<file path="config.mk">
export PLATFORM = sky130hd
export DESIGN_NAME = alpha_over_pixel_blend_top
export DESIGN_NICKNAME = d
export VERILOG_FILES = /design/src/rtl/aopb_pkg.sv /design/src/rtl/alpha_over_pixel_blend_top.sv
export VERILOG_INCLUDE_DIRS = /design/src /design/src/rtl
export SDC_FILE = /design/constraint.sdc
export NUM_CORES = 2
export LEC_CHECK = 0
export BUFFER_PORTS_ARGS = -buffer_cell sky130_fd_sc_hd__buf_2
export CORE_MARGIN = 5
export CORE_UTILIZATION = 55
export DETAILED_ROUTE_END_ITERATION = 8
export HOLD_SLACK_MARGIN = 0.12
export PLACE_DENSITY = 0.68
export SYNTH_ARGS = -nofsm -noshare
export SYNTH_HDL_FRONTEND = slang
export SYNTH_SLANG_ARGS = --single-unit
</file>
<file path="constraint.sdc">
create_clock -name clk -period 30.4 [get_ports clk]
set_clock_uncertainty 0.15 [all_clocks]
set_input_delay 6.08 -clock clk [delete_from_list [all_inputs] [get_ports clk]]
set_output_delay 6.08 -clock clk [all_outputs]
set_load 0.01 [all_outputs]
</file>
<file path="src/rtl/assert_macros.svh">
// Assertion macros shared by the RTL.
// No dependencies; included by modules that carry concurrent checks.
`ifndef ASSERT_MACROS_SVH
`define ASSERT_MACROS_SVH

// Clocked check with an active-low asynchronous reset as disable.
`define ASSERT_CLK(lbl, clk, rst_n, prop, msg) \
	lbl: assert property (@(posedge clk) disable iff (!(rst_n)) (prop)) else $error(msg);

// Same check, but on the rising clock edge and with no reset disable.
`define ASSERT_ALWAYS(lbl, clk, prop, msg) \
	lbl: assert property (@(posedge clk) (prop)) else $error(msg);

`endif

</file>
<file path="src/rtl/aopb_pkg.sv">
// Types, constants and helpers for the alpha-over pixel blender.
// No dependencies; imported by alpha_over_pixel_blend_top.
package aopb_pkg;

	localparam int CHAN_W   = 8;
	localparam int WIDE_W   = 16;
	localparam int ACC_W    = 24;
	localparam int NCHAN    = 3;
	localparam int DIV_BITS = 8;
	localparam int NSTAGE   = 5 + DIV_BITS;

	typedef logic [CHAN_W-1:0] chan_t;
	typedef logic [WIDE_W-1:0] wide_t;
	typedef logic [ACC_W-1:0]  acc_t;

	localparam chan_t CH_MAX  = 8'd255;
	localparam chan_t CH_HALF = 8'd127;

	typedef struct packed {
		chan_t [NCHAN-1:0] src;
		chan_t [NCHAN-1:0] dst;
		chan_t             da;
		wide_t             p;
	} s1_t;

	typedef struct packed {
		chan_t [NCHAN-1:0] src;
		chan_t [NCHAN-1:0] dst;
		chan_t             da;
		chan_t             sa;
		chan_t             inv;
	} s2_t;

	typedef struct packed {
		chan_t [NCHAN-1:0] src;
		chan_t [NCHAN-1:0] dst;
		wide_t             sw;
		wide_t             dw;
	} s3_t;

	typedef struct packed {
		acc_t [NCHAN-1:0] ps;
		acc_t [NCHAN-1:0] pd;
		wide_t            num;
	} s4_t;

	typedef struct packed {
		acc_t [NCHAN-1:0] acc;
		wide_t            num;
		chan_t            alpha;
		logic             zero;
	} s5_t;

	typedef struct packed {
		acc_t  [NCHAN-1:0] rem;
		chan_t [NCHAN-1:0] quot;
		wide_t             num;
		chan_t             alpha;
		logic              zero;
	} dv_t;

	// x / 255 for x below 65280, as shift-add
	function automatic chan_t div255(logic [WIDE_W:0] x);
		logic [WIDE_W:0] t;
		t = x + (WIDE_W+1)'(x[WIDE_W:CHAN_W]) + (WIDE_W+1)'(1);
		return t[WIDE_W-1:CHAN_W];
	endfunction

endpackage

</file>
<file path="src/rtl/alpha_over_pixel_blend_top.sv">
// Straight-alpha RGBA8 source-over-destination blender, top level.
// Depends on aopb_pkg and assert_macros.svh.
//
// One pixel pair per cycle sustained while the output is not stalled.
// Stages 1-5 scale the source alpha by global_alpha, form the weights and the
// output alpha; stages 6-13 are a restoring divider that resolves one quotient
// bit per stage for all three colour channels at once. Each stage holds its
// word while stalled and fills bubbles, so back-pressure loses nothing.
// global_alpha should be written only while the pipeline is empty.
`include "assert_macros.svh"

module alpha_over_pixel_blend_top
	import aopb_pkg::*;
(
	input  logic        clk,
	input  logic        arst_n,
	input  logic        global_alpha_we,
	input  logic [7:0]  global_alpha_wdata,
	input  logic        s_axis_tvalid,
	output logic        s_axis_tready,
	// src_red, src_green, src_blue, src_opacity, dst_red, dst_green, dst_blue, dst_opacity
	input  logic [63:0] s_axis_tdata,
	output logic        m_axis_tvalid,
	input  logic        m_axis_tready,
	// out_red, out_green, out_blue, out_opacity
	output logic [31:0] m_axis_tdata
);

	chan_t              ga_q;
	logic [NSTAGE-1:0]  vld_s;
	logic [NSTAGE-1:0]  rdy;
	s1_t                blk_s1;
	s2_t                blk_s2;
	s3_t                blk_s3;
	s4_t                blk_s4;
	s5_t                blk_s5;
	dv_t                dv_s [DIV_BITS];
	dv_t                dv_in [DIV_BITS];
	dv_t                dv_nxt [DIV_BITS];
	chan_t [NCHAN-1:0]  out_c;

	always_ff @(posedge clk or negedge arst_n) begin
		if (!arst_n) begin
			ga_q <= CH_MAX;
		end else if (global_alpha_we) begin
			ga_q <= global_alpha_wdata;
		end
	end

	// per-stage ready: a stage loads when empty or when its word moves on
	always_comb begin
		rdy[NSTAGE-1] = !vld_s[NSTAGE-1] || m_axis_tready;
		for (int k = NSTAGE-2; k >= 0; k--) begin
			rdy[k] = !vld_s[k] || rdy[k+1];
		end
	end

	assign s_axis_tready = rdy[0];

	always_ff @(posedge clk or negedge arst_n) begin
		if (!arst_n) begin
			vld_s <= '0;
		end else begin
			if (rdy[0]) begin
				vld_s[0] <= s_axis_tvalid;
			end
			for (int k = 1; k < NSTAGE; k++) begin
				if (rdy[k]) begin
					vld_s[k] <= vld_s[k-1];
				end
			end
		end
	end

	// stage 1: unpack, source alpha times global alpha
	always_ff @(posedge clk) begin
		if (rdy[0]) begin
			for (int c = 0; c < NCHAN; c++) begin
				blk_s1.src[c] <= s_axis_tdata[c*CHAN_W +: CHAN_W];
				blk_s1.dst[c] <= s_axis_tdata[(c+4)*CHAN_W +: CHAN_W];
			end
			blk_s1.da <= s_axis_tdata[7*CHAN_W +: CHAN_W];
			blk_s1.p  <= WIDE_W'(s_axis_tdata[3*CHAN_W +: CHAN_W]) * WIDE_W'(ga_q);
		end
	end

	// stage 2: scaled source alpha and its complement
	always_ff @(posedge clk) begin
		if (rdy[1]) begin
			blk_s2.src <= blk_s1.src;
			blk_s2.dst <= blk_s1.dst;
			blk_s2.da  <= blk_s1.da;
			blk_s2.sa  <= div255((WIDE_W+1)'(blk_s1.p) + (WIDE_W+1)'(CH_HALF));
			blk_s2.inv <= CH_MAX - div255((WIDE_W+1)'(blk_s1.p) + (WIDE_W+1)'(CH_HALF));
		end
	end

	// stage 3: source and destination weights
	always_ff @(posedge clk) begin
		if (rdy[2]) begin
			blk_s3.src <= blk_s2.src;
			blk_s3.dst <= blk_s2.dst;
			blk_s3.sw  <= {blk_s2.sa, CHAN_W'(0)} - WIDE_W'(blk_s2.sa);
			blk_s3.dw  <= WIDE_W'(blk_s2.da) * WIDE_W'(blk_s2.inv);
		end
	end

	// stage 4: weighted channel products and alpha numerator
	always_ff @(posedge clk) begin
		if (rdy[3]) begin
			for (int c = 0; c < NCHAN; c++) begin
				blk_s4.ps[c] <= ACC_W'(blk_s3.src[c]) * ACC_W'(blk_s3.sw);
				blk_s4.pd[c] <= ACC_W'(blk_s3.dst[c]) * ACC_W'(blk_s3.dw);
			end
			blk_s4.num <= blk_s3.sw + blk_s3.dw;
		end
	end

	// stage 5: rounded dividends, output alpha
	always_ff @(posedge clk) begin
		if (rdy[4]) begin
			for (int c = 0; c < NCHAN; c++) begin
				blk_s5.acc[c] <= blk_s4.ps[c] + blk_s4.pd[c] + ACC_W'(blk_s4.num >> 1);
			end
			blk_s5.num   <= blk_s4.num;
			blk_s5.alpha <= div255((WIDE_W+1)'(blk_s4.num) + (WIDE_W+1)'(CH_HALF));
			blk_s5.zero  <= (blk_s4.num == '0);
		end
	end

	// stages 6..13: restoring divider, MSB first
	always_comb begin
		dv_in[0].rem   = blk_s5.acc;
		dv_in[0].quot  = '0;
		dv_in[0].num   = blk_s5.num;
		dv_in[0].alpha = blk_s5.alpha;
		dv_in[0].zero  = blk_s5.zero;
		for (int k = 1; k < DIV_BITS; k++) begin
			dv_in[k] = dv_s[k-1];
		end
	end

	for (genvar k = 0; k < DIV_BITS; k++) begin : g_div
		localparam int BIT = DIV_BITS - 1 - k;

		always_comb begin
			acc_t dsr;
			dsr = ACC_W'(dv_in[k].num) << BIT;
			dv_nxt[k] = dv_in[k];
			for (int c = 0; c < NCHAN; c++) begin
				if (dv_in[k].rem[c] >= dsr) begin
					dv_nxt[k].rem[c]       = dv_in[k].rem[c] - dsr;
					dv_nxt[k].quot[c][BIT] = 1'b1;
				end
			end
		end

		always_ff @(posedge clk) begin
			if (rdy[5+k]) begin
				dv_s[k] <= dv_nxt[k];
			end
		end
	end

	always_comb begin
		for (int c = 0; c < NCHAN; c++) begin
			out_c[c] = dv_s[DIV_BITS-1].zero ? '0 : dv_s[DIV_BITS-1].quot[c];
		end
	end

	assign m_axis_tvalid = vld_s[NSTAGE-1];
	assign m_axis_tdata  = {dv_s[DIV_BITS-1].alpha, out_c[2], out_c[1], out_c[0]};

	`ASSERT_CLK(a_div_rem_bound, clk, arst_n,
		vld_s[NSTAGE-1] && !dv_s[DIV_BITS-1].zero |->
			(dv_s[DIV_BITS-1].rem[0] < ACC_W'(dv_s[DIV_BITS-1].num)) &&
			(dv_s[DIV_BITS-1].rem[1] < ACC_W'(dv_s[DIV_BITS-1].num)) &&
			(dv_s[DIV_BITS-1].rem[2] < ACC_W'(dv_s[DIV_BITS-1].num)),
		"divider remainder not below divisor")
	`ASSERT_CLK(a_stall_only_full, clk, arst_n, !s_axis_tready |-> (&vld_s),
		"input stalled while pipeline has a bubble")
	`ASSERT_CLK(a_alpha_nonzero, clk, arst_n,
		vld_s[NSTAGE-1] && !dv_s[DIV_BITS-1].zero |-> dv_s[DIV_BITS-1].alpha != '0,
		"nonzero numerator gave zero alpha")

endmodule
</file>
# After elaboration in Yosys (flattened, before gate mapping)
# Memory sizes are Yosys's and may differ from the RTL's.
# Cells that the tools add are included.
[totals]
ff_bits = 502
inputBits = 77
word_cells = 218
mem_count = 1
out_inout_bits = 34
ramBits = 968
[mem_list]
columns = ["name", "words", "width", "read_ports", "rd_clocked_by_memory_dff", "write_ports", "line_no", "text"]
rows = [
  ["dv_s", 8, 121, 8, 0, 8, "alpha_over_pixel_blend_top.sv:37", "dv_t dv_s [DIV_BITS];"],
]
[op_classes]
n_reduce_logical = 27
n_mux = 67
addsub = 39
multipliers = 8
n_lt_le_gt_ge = 24
[ops]
columns = ["cell", "count"]
rows = [
  ["24-bit 2-to-1 mux", 24],
  ["8-bit by 16-bit multiplier with 24-bit output", 6],
  ["24-bit by 15-bit adder with 24-bit output", 3],
  ["24-bit adder", 3],
  ["24-bit by 16-bit >= comparator with 1-bit output", 3],
  ["24-bit by 17-bit >= comparator with 1-bit output", 3],
  ["24-bit by 18-bit >= comparator with 1-bit output", 3],
  ["24-bit by 19-bit >= comparator with 1-bit output", 3],
  ["24-bit by 20-bit >= comparator with 1-bit output", 3],
  ["24-bit by 21-bit >= comparator with 1-bit output", 3],
  ["24-bit by 22-bit >= comparator with 1-bit output", 3],
  ["24-bit by 23-bit >= comparator with 1-bit output", 3],
  ["24-bit by 16-bit subtractor with 24-bit output", 3],
  ["24-bit by 17-bit subtractor with 24-bit output", 3],
  ["24-bit by 18-bit subtractor with 24-bit output", 3],
  ["24-bit by 19-bit subtractor with 24-bit output", 3],
  ["24-bit by 20-bit subtractor with 24-bit output", 3],
  ["24-bit by 21-bit subtractor with 24-bit output", 3],
  ["24-bit by 22-bit subtractor with 24-bit output", 3],
  ["24-bit by 23-bit subtractor with 24-bit output", 3],
  ["1-bit 2-to-1 mux", 40],
  ["16-bit by 7-bit adder with 17-bit output (second input constant)", 2],
  ["16-bit by 1-bit adder with 16-bit output (second input constant)", 2],
  ["16-bit by 9-bit adder with 16-bit output", 2],
  ["8 further kinds", 35],
]

# Logic depth before layout (Yosys ltp)
[logic_depth]
depth_word = 14
ltp_mapped = 20

# Worst setup path before layout
# Ideal clock, no wire load.
[synth_timing]
path_kind = "input port to output port"
from = "in m_axis_tready"
to = "out s_axis_tready"
path_slack_ns = 10.149
stages = 7
n_path_buf = 0
arrival_time_ns = 14.021
cell_sequence = "nor2b_1 -> nand2_1 -> nor2_1 -> nand2_1 -> nor2_1 -> and2_1 -> nand4_1"
[synth_via]
elab_chain_len = 13
[synth_rtl]
columns = ["item", "line_no", "text"]
rows = [
  ["from (decl)", "alpha_over_pixel_blend_top.sv:24", "input logic m_axis_tready,"],
  ["1-bit logical OR", "alpha_over_pixel_blend_top.sv:52", "rdy[NSTAGE-1] = !vld_s[NSTAGE-1] || m_axis_tready;"],
  ["1-bit logical OR", "alpha_over_pixel_blend_top.sv:54", "rdy[k] = !vld_s[k] || rdy[k+1];"],
  ["named net rdy[11]", "alpha_over_pixel_blend_top.sv:31", "logic [NSTAGE-1:0] rdy;"],
  ["1-bit logical OR (4 in a row)", "alpha_over_pixel_blend_top.sv:54", ""],
  ["named net rdy[7]", "alpha_over_pixel_blend_top.sv:31", ""],
  ["1-bit logical OR (7 in a row)", "alpha_over_pixel_blend_top.sv:54", ""],
  ["to (decl)", "alpha_over_pixel_blend_top.sv:20", "output logic s_axis_tready,"],
]
# The timed path passes the listed nets, and every way through them passes these cells.

# Worst setup path after layout
# Same ends and word-level chain as after synthesis.

==> out/metrics.yaml <==
timing:
  setup_ws_ns: 14.36
  finalWorstPathRequiredPeriod_ns: 16.04
  tightest_slew_ns: 1.14
  hold_viol: 0
  setup_tns_ns: 0
  slew_violations: 0
  rsz0062_at_grt: "no"
  slew_headroom_pct: 24.2
  finalSetupViolCount: 0
  clock.fmax_ghz: 0.0624
  finalCritPeriodShare_pct: 52.8
clock_network:
  cts_num_sinks: 1298
  clock_latency_ns: 0.81
  post_cts_buffers: 0
  cts_hold_buf: 0
  root_buffer: "clkbuf_16"
  path_clk_slew_ns: 0.06
  cts_max_path_buffers: 3
  cts_resized: 0
  cts_tree: "built"
  numCtsBuffers: 146
  htreeDepth: 4
synthesis:
  postSynthNetCount: 10400
  synth_area_um2: 96300
  ys_ff_latch: 1298
  synthFlopType: "edfxtp_1"
  ys_seq_area_share_pct: 40.4
  avgSynthCellArea_um2: 11.0
  synth_edf_count: 1277
  yosys_warnings: 0
  synth_cell_types: 100
  syn_inst: 8783
  synth-async-reset-ratio_pct: 1.62
placed_design:
  numPortBuffers: 110
  place_ws_ns: 14.22
  routabilityCongestion: 0.926
  placedCellCount: 11100
  dp_hpwl_mm: 185
cells_and_area:
  fin_cells: 11400
  drive_gt1_share_pct: 6.42
  final_cell_mix: "edfxtp_1, inv_1, ha_1"
  nets: 10500
  fill_cells: 14200
  area_delta_synth_final_pct: 8.54
  final_common_cell: "edfxtp_1"
die:
  rows: 153
  die_area_um2: 183000
  die_w_um: 428
  start_util_pct: 55.3
  fp.coreArea_um2: 174000
  die_h_um: 428
  io_pins: 111
worst_setup_path:
  worstSetupPathType: "in -> out"
  crit_chain: "buf_2, nor2b_1, nand2_4, nor2_1, nand2_4, nor2_1, and2_1, nand4_1, buf_2"
  critical_path.slowest_cell: "nand4_1"
  cp-start-kind: "input pin"
  max_stage_delay_ns: 0.70
  worstPathArrival_ns: 9.81
  end_kind: "primary output"
  crit_fanout: 40
  crit_required_ns: 24.17
  r2r_slack_ns: 23.93
drt:
  wl_mm: 235
  vias: 63900
  dr.first_iter.drc_count: 3770
  dr.pass1.iters: 5
  via_per_inst: 5.62
  antenna_left: 0
  wl_per_cell_um: 20.7
  drc: 0
run:
  cap_violations: 0
global_route:
  groute.usage.overall_pct: 25.7
  grt_pass1_vias: 66000
  grt_pass1_wl_mm: 369
  antenna_found_initial: 6
  grt-ovfl-total: 0
  grt_max_degree: 94
run_status:
  status: "finished clean"
worst_hold_path:
  worstHoldPathType: "reg -> reg"
## cell usage after synthesis, drive strengths merged, types with 35 or more instances
cell / count / area [um^2]
o31ai: 52 / 395
and3: 35 / 219
nand2b: 110 / 688
a21o: 206 / 1550
nor2b: 123 / 769
nand2: 573 / 2150
buf: 38 / 210
nand3: 104 / 521
nor2: 452 / 1700
and2: 723 / 4520
clkbuf: 169 / 634
edfxtp: 1277 / 38300
nand4: 58 / 363
inv: 1041 / 3910
o211ai: 36 / 270
nor3: 162 / 811
a31oi: 37 / 238
a211oi: 48 / 360
a21oi: 473 / 2370
xor2: 201 / 1760
mux2: 72 / 811
or3: 55 / 349
nor4: 39 / 280
a21boi: 55 / 417
o21a: 84 / 631
xnor2: 350 / 3070
fa: 646 / 12900
or2: 42 / 263
ha: 845 / 10600
o21ai: 329 / 1650
## kinds of logic (layout without fill, tap and decap cells)
logic type	count (synthesis)	in the layout	synth area share, %
other	0	7	0
AND/OR/NAND/NOR	2565	2565	13.9
buffers and inverters	1248	1487	4.94
flip-flops	1298	1298	40.4
multiplexers	96	96	1.09
XOR/XNOR	551	551	5.01
adder cells (fa/ha/maj)	1491	1491	24.4
AO/OA/AOI/OAI	1534	1534	10.3
## final cells by class
| class | count | area, um^2 | area share, % |
|---|---|---|---|
| clock buffers | 167 | 3760 | 3.60 |
| clock inverters | 103 | 1210 | 1.16 |
| well taps | 2325 | 2910 | 2.78 |
| multi-input cells | 6237 | 52700 | 50.5 |
| repair buffers | 176 | 1050 | 1.00 |
| diodes | 7 | 17.5 | 0.0168 |
| inverters | 1041 | 3920 | 3.75 |
| flip-flops and latches | 1298 | 38900 | 37.2 |
## flip-flops by register name, summed over array words and instances (netlist names)
register and count:
blk_s1 72, blk_s2 72, blk_s3 80, blk_s4 160
blk_s5 97, dv_s 796, ga_q 8, vld_s 13
## routing by layer
layer,vias to the layer above,wire (um),global-route usage (%)
met4,0,15500,14.5
met5,-,0,0
met1,31300,91000,29.5
li1,30700,-,-
met3,489,8490,3.24
met2,1420,120000,46.2
## critical path: cells and delay by family
kind / cells / cell delay (ns)
buffers and inverters: 2 / 0.49
AND/OR/NAND/NOR: 7 / 3.20
## path summary, 6_finish.rpt
| check | endpoint | startpoint | cells after the start |
|---|---|---|---|
| max | s_axis_tready | m_axis_tready | 9 |
| min | blk_s2[16] | blk_s1[16] | 0 |
| max reg2reg | blk_s4[135] | blk_s3[68] | 17 |
| min reg2reg | blk_s2[16] | blk_s1[16] | 0 |
| max in group asynchronous | vld_s[1] | arst_n | 1 |
| min in group asynchronous | vld_s[2] | arst_n | 1 |
## through the flow
stage	hold slack, ns	instance area (um^2)	utilization, %
2_1_floorplan	0.250	96300	-
3_3_place_gp	0.250	99500	57.2
3_5_place_dp	0.255	99500	57.2
4_1_cts	0.249	104000	60.0
5_1_grt	0.257	104000	60.0
6_report	0.248	104000	60.0
Power is not shown: default switching activity piles up to over one toggle a cycle in this logic, so the estimate is an artifact.
